[src/sv/lira_pkg.sv]
// shared types and constants of the linear interpolation resampler
package lira_pkg;

  localparam int FIFO_DEPTH_DEF  = 4096;
  localparam int SAMPLE_BITS_DEF = 16;

  localparam int STEP_W = 24;
  localparam int FRAC_W = 16;

  localparam logic [STEP_W-1:0] STEP_RESET = STEP_W'(1558266);

  // half of one output lsb after the fraction is dropped
  localparam int ROUND_HALF = 1 << (FRAC_W - 1);

  typedef enum logic {
    OP_PUSH = 1'b0,
    OP_PULL = 1'b1
  } op_t;

  typedef enum logic {
    ST_OK       = 1'b0,
    ST_UNDERRUN = 1'b1
  } status_t;

endpackage

[src/sv/lira_lane.sv]
// one channel of the interpolator: registered multiply, then round and clamp
module lira_lane
  import lira_pkg::*;
#(
  parameter int SAMPLE_BITS = SAMPLE_BITS_DEF
) (
  input  logic                          clk,
  input  logic                          load,
  input  logic signed [SAMPLE_BITS-1:0] smp_a,
  input  logic signed [SAMPLE_BITS-1:0] smp_b,
  input  logic        [FRAC_W-1:0]      frac,
  output logic signed [SAMPLE_BITS-1:0] result
);

  localparam int DW = SAMPLE_BITS + 1;
  localparam int PW = SAMPLE_BITS + FRAC_W + 2;
  localparam int RW = PW + 1;
  localparam int QW = RW - FRAC_W;

  localparam logic signed [QW-1:0] SMP_MAX = QW'((1 << (SAMPLE_BITS - 1)) - 1);
  localparam logic signed [QW-1:0] SMP_MIN = -SMP_MAX - QW'(1);

  logic signed [DW-1:0]          diff;
  logic signed [FRAC_W:0]        frac_s;
  logic signed [PW-1:0]          prod_next;
  logic signed [PW-1:0]          prod;
  logic signed [SAMPLE_BITS-1:0] base;
  logic signed [RW-1:0]          rnd;
  logic signed [QW-1:0]          step_q;
  logic signed [QW-1:0]          sum;

  // at zero phase only the head sample counts
  always_comb begin
    frac_s    = $signed({1'b0, frac});
    diff      = (frac == '0) ? '0 : (DW'(smp_b) - DW'(smp_a));
    prod_next = PW'(diff) * PW'(frac_s);
  end

  always_ff @(posedge clk) begin
    if (load) begin
      prod <= prod_next;
      base <= smp_a;
    end
  end

  // floor of (prod + half) / 2^frac, then clamp as a safeguard
  always_comb begin
    rnd    = RW'(prod) + RW'(ROUND_HALF);
    step_q = QW'(rnd >>> FRAC_W);
    sum    = QW'(base) + step_q;
    if (sum > SMP_MAX) begin
      result = SAMPLE_BITS'(SMP_MAX);
    end else if (sum < SMP_MIN) begin
      result = SAMPLE_BITS'(SMP_MIN);
    end else begin
      result = SAMPLE_BITS'(sum);
    end
  end

endmodule

[config.mk]
export PLATFORM = sky130hd
export DESIGN_NAME = lira_lane
export DESIGN_NICKNAME = d
export VERILOG_FILES = /design/src/sv/lira_pkg.sv /design/src/sv/lira_lane.sv
export SDC_FILE = /design/constraint.sdc
export NUM_CORES = 1
export LEC_CHECK = 0
export BUFFER_PORTS_ARGS = -buffer_cell sky130_fd_sc_hd__buf_4
export CORE_AREA = 2 2 213 215
export CTS_CLUSTER_SIZE = 25
export DETAILED_ROUTE_END_ITERATION = 12
export DIE_AREA = 0 0 215 217
export GPL_ROUTABILITY_DRIVEN = 0
export HOLD_SLACK_MARGIN = 0.06
export PLACE_DENSITY_LB_ADDON = 0.12
export SKIP_CTS_REPAIR_TIMING = 1
export SLEW_MARGIN = 20
export SYNTH_ARGS = -nofsm -noshare
export SYNTH_HDL_FRONTEND = slang
export SYNTH_SLANG_ARGS = --single-unit
[constraint.sdc]
create_clock -name clk -period 19.33 [get_ports clk]
set_input_delay 4.8325 -clock clk [delete_from_list [all_inputs] [get_ports clk]]
set_output_delay 4.8325 -clock clk [all_outputs]
set_load 0.005 [all_outputs]
==> After elaboration in Yosys (flattened, before gate mapping) <==
Cells that the tools add are included.
{ "op_classes": {"n_addsub": 3, "multipliers": 1, "magnitude_cmp": 2, "muxes": 3, "reduce_logical": 1} }
{ "op_table": {"columns": ["cell", "count"], "rows": [
  ["$add 34x17->35 const B", 1],
  ["$mul 17x17->34", 1],
  ["$mux 16", 2],
  ["$add 16x19->19", 1],
  ["$gt 19x16->1 const B", 1],
  ["$lt 19x16->1 const B", 1],
  ["$mux 17", 1],
  ["$sub 16x16->17", 1],
  ["$logic_not 16->1", 1]
]} }
{ "totals": {"register_bits": 50, "inputBits": 50, "output_inout_bits": 16} }

==> Longest topological paths before layout <==
{ "depth": {"word_depth": 5, "ltp_mapped": 34} }

==> Worst setup path after synthesis <==
Ideal clock, no wire load.
{ "synth_path": {"kind": "input port to flip-flop", "start": "input smp_b[0]", "end": "register prod[26], data pin", "setup_ns": 0.258, "t_arrival_ns": 12.424, "required_ns": 19.072, "path_slack_ns": 6.648, "path_stages": 31, "n_path_buf": 1, "cell_sequence": "inv_1 ha_1 fa_1 nor2b_1 o21ai_1 a21boi_0 o41a_1 o21bai_1 a21oi_1 o41ai_2 xnor2_1 clkbuf_1 nand3b_1 fa_1 fa_1 fa_1 inv_1 fa_1 fa_1 inv_1 fa_1 inv_1 ha_1 a21o_1 a21o_1 a221o_1 or2_2 a211o_1 a31o_2 a21oi_1 xnor2_1"} }
{ "synth_between": {"elab_chain_len": 3} }
{ "synth_rtl": {"columns": ["item", "line_no", "rtl"], "rows": [
  ["from (decl)", "lira_lane.sv:10", "input logic signed [SAMPLE_BITS-1:0] smp_b,"],
  ["$sub 16x16->17", "lira_lane.sv:35", "diff = (frac == '0) ? '0 : (DW'(smp_b) - DW'(smp_a));"],
  ["$mux 17", "lira_lane.sv:35", null],
  ["$mul 17x17->34", "lira_lane.sv:36", "prod_next = PW'(diff) * PW'(frac_s);"],
  ["via prod_next[26]", "lira_lane.sv:25", "logic signed [PW-1:0] prod_next;"],
  ["to (signal assigned)", "lira_lane.sv:41", "prod <= prod_next;"],
  ["to (decl)", "lira_lane.sv:26", "logic signed [PW-1:0] prod;"]
]} }
The timed path passes the listed nets, and every way through them passes these cells.
A chain may end at the register's enable or synchronous reset.

==> Worst setup path in the final report <==
{ "layout_path": {"start": "input smp_a[0]", "end": "register prod[33], data pin"} }
{ "layout_between": {"elab_chain_len": 3} }
{ "layout_rtl": {"columns": ["item", "line_no", "rtl"], "rows": [
  ["from (decl)", "lira_lane.sv:9", "input logic signed [SAMPLE_BITS-1:0] smp_a,"],
  ["$sub 16x16->17", "lira_lane.sv:35", null],
  ["$mux 17", "lira_lane.sv:35", null],
  ["$mul 17x17->34", "lira_lane.sv:36", null],
  ["via prod_next[33]", "lira_lane.sv:25", null]
]} }
The timed path passes the listed nets, and every way through them passes these cells.

==> metrics.txt <==
Synth Area in Compound Gates roughly 7.1%; height of the die approximately 220 µm; Cell variety after synth 56; Iteration-0 DRC Markers 409; CP endpoint kind flop; # DRC 0; hold depth 1; Post-Synth Simple-Gate Area 15.48%; DP HPWL 28950 µm; post-synthesis sequential area ratio between 7 and 8%; root buf cell clkbuf_16; CTS tree built; CTS Sinks 35; overall track demand over capacity in global routing approximately 16%; Ys Warns 0; antenna-violating nets left 0; share of post-route cells with drive strength above 1 approximately 6.6%; total negative slack 0 ns; Area contributors post-synth fa_1, ha_1, inv_1; Final Util about a third; Synth top area share between 40% and 50%; Hold EP base[2]; first-pass GRT wire length just under 60000 µm; Setup Viol. Count Final 0; register area approximately 1100 µm²; critical path's largest stage delay around 0.7 ns; largest family of logic cells by synthesized area adder cells; area of the multi-input gates 10700 µm²; status completed; CP most frequent cell fa_1; vias in the first global route around 10000; FILL cells around 4800; RSZ-0062 raised after global routing no; Tcrit/Tclk final a little over two thirds; Max Slew Vio Count 0; CP startpoint kind primary input; xor and xnor area share after synthesis 4.902%; DR vias 9355; initial antenna violation count 2; Mapped Cells 1458; post-DR wirelength/cell roughly 17 µm; Yosys reg bits 35; Hold Violations, Final 0; # nets final a little under 2000; buffer and inverter count on the worst path 6; pin count of the biggest net entering global routing 36; Hold WC Path Type in -> reg; DIE WIDTH about 220 µm; mux cell area share after synthesis 0%; crit-path max FO 16; Synth Area in Adders 52.99%; die area ~47000 µm²; commonest cells in the netlist inv_1, fa_1, nand2_1, ha_1, and2_1; most frequent cell after synthesis inv_1; Area Growth Syn to Fin 9.964%; Pre-Repair DR Iteration Count 4; Worst EP required 19.36 ns; CP Class in -> reg; slew margin rel. 30.41%; max cap viols 0; Netlist Area Pre-Place between 10000 and 15000 µm²; prevailing post-synth register cell edfxtp_1; Slew @ Worst Pin between 1 and 1.5 ns; Post-synth EDFFs 35; remaining global-route overflow 0; CP arrival between 10 and 15 ns; Top Ports 66; Vias/cell around 4.5; Post-synth ARST share 0%; largest area contributor in the netlist fa_1; Slowest-stage cell, CP nor2_2; syn_nets around 1900; fmax ~74 MHz; total wire length roughly 36000 µm; Inserted Clock Buffers 5; CTS H-tree depth 2; I/O Buffers 65; maximum clock insertion buffer count 2; kind of cell adding the most delay to the critical path adder cells; Row Count 78; syn_area_per_cell about 9.1 µm²; core area 44700 µm²; CTS clk-pin slew, worst paths approximately 0.060 ns; Tmin final 13.44 ns; starting density of the core about 30%; hold_sp smp_a[2]
-- logic make-up after synthesis --
kind of cell | count (synthesis)
compound gates | 139
simple gates | 407
flops | 35
buf+inv | 406
xor+xnor | 74
fa+ha+maj | 397
-- sequential cells by signal, indices dropped and copies added, names as in the netlist --
register / cells
base: 16
prod: 19
-- final cells by class --
cell class / count / share of cell area, %
multi-input cells: 1017 / 73.57
inverters: 359 / 9.268
flip-flops and latches: 35 / 7.228
well taps: 600 / 5.163
repair buffers: 74 / 3.821
clock buffers: 5 / 0.8605
clock inverters: 2 / 0.06024
diodes: 2 / 0.03442
-- per-layer routing --
| layer | track usage [%] | vias to the layer above | routed length [µm] |
|---|---|---|---|
| li1 | - | 4488 | - |
| met1 | 22.17 | 4730 | 16800 |
| met2 | 28.68 | 115 | 17770 |
| met3 | 1.551 | 22 | 1014 |
| met4 | 2.299 | 0 | 361 |
| met5 | 0 | - | 0 |
-- metrics by stage --
| step | area [µm²] | setup WS (ns) | hold slack [ns] | cells |
|---|---|---|---|---|
| floorplan | 13220 | 6.648 | 4.931 | 1458 |
| global placement | 14400 | 5.604 | 5.024 | 2085 |
| detailed placement | 14400 | 5.516 | 5.024 | 2085 |
| CTS | 14540 | 5.825 | 4.726 | 2092 |
| global route | 14540 | 5.286 | 4.729 | 2092 |
| finish | 14540 | 5.887 | 4.739 | 2094 |
-- worst max-delay path by stage --
stage / endpoint / from / slack [ns] / cells past startpoint
2_1_floorplan: prod[26] / smp_b[0] / 6.65 / 31
3_3_place_gp: prod[33] / smp_a[0] / 5.60 / 31
3_5_place_dp: prod[33] / smp_a[0] / 5.52 / 32
6_report: prod[33] / smp_a[0] / 5.89 / 32
5_1_grt: prod[33] / smp_a[0] / 5.29 / 32
4_1_cts: prod[33] / smp_a[0] / 5.83 / 32
-- placed cells by master, fill, tap and decap left out, types with 24 or more instances in the layout --
cell,count
a21oi_1,40
inv_1,359
xor2_1,24
xnor2_1,50
edfxtp_1,35
nor2_1,35
and2_1,110
fa_1,273
buf_4,74
nand2_1,163
ha_1,120
o21ai_0,26
Power is left out: the tool's default activity adds up to more than one toggle a clock period on the data nets, which glitch-free logic cannot reach.
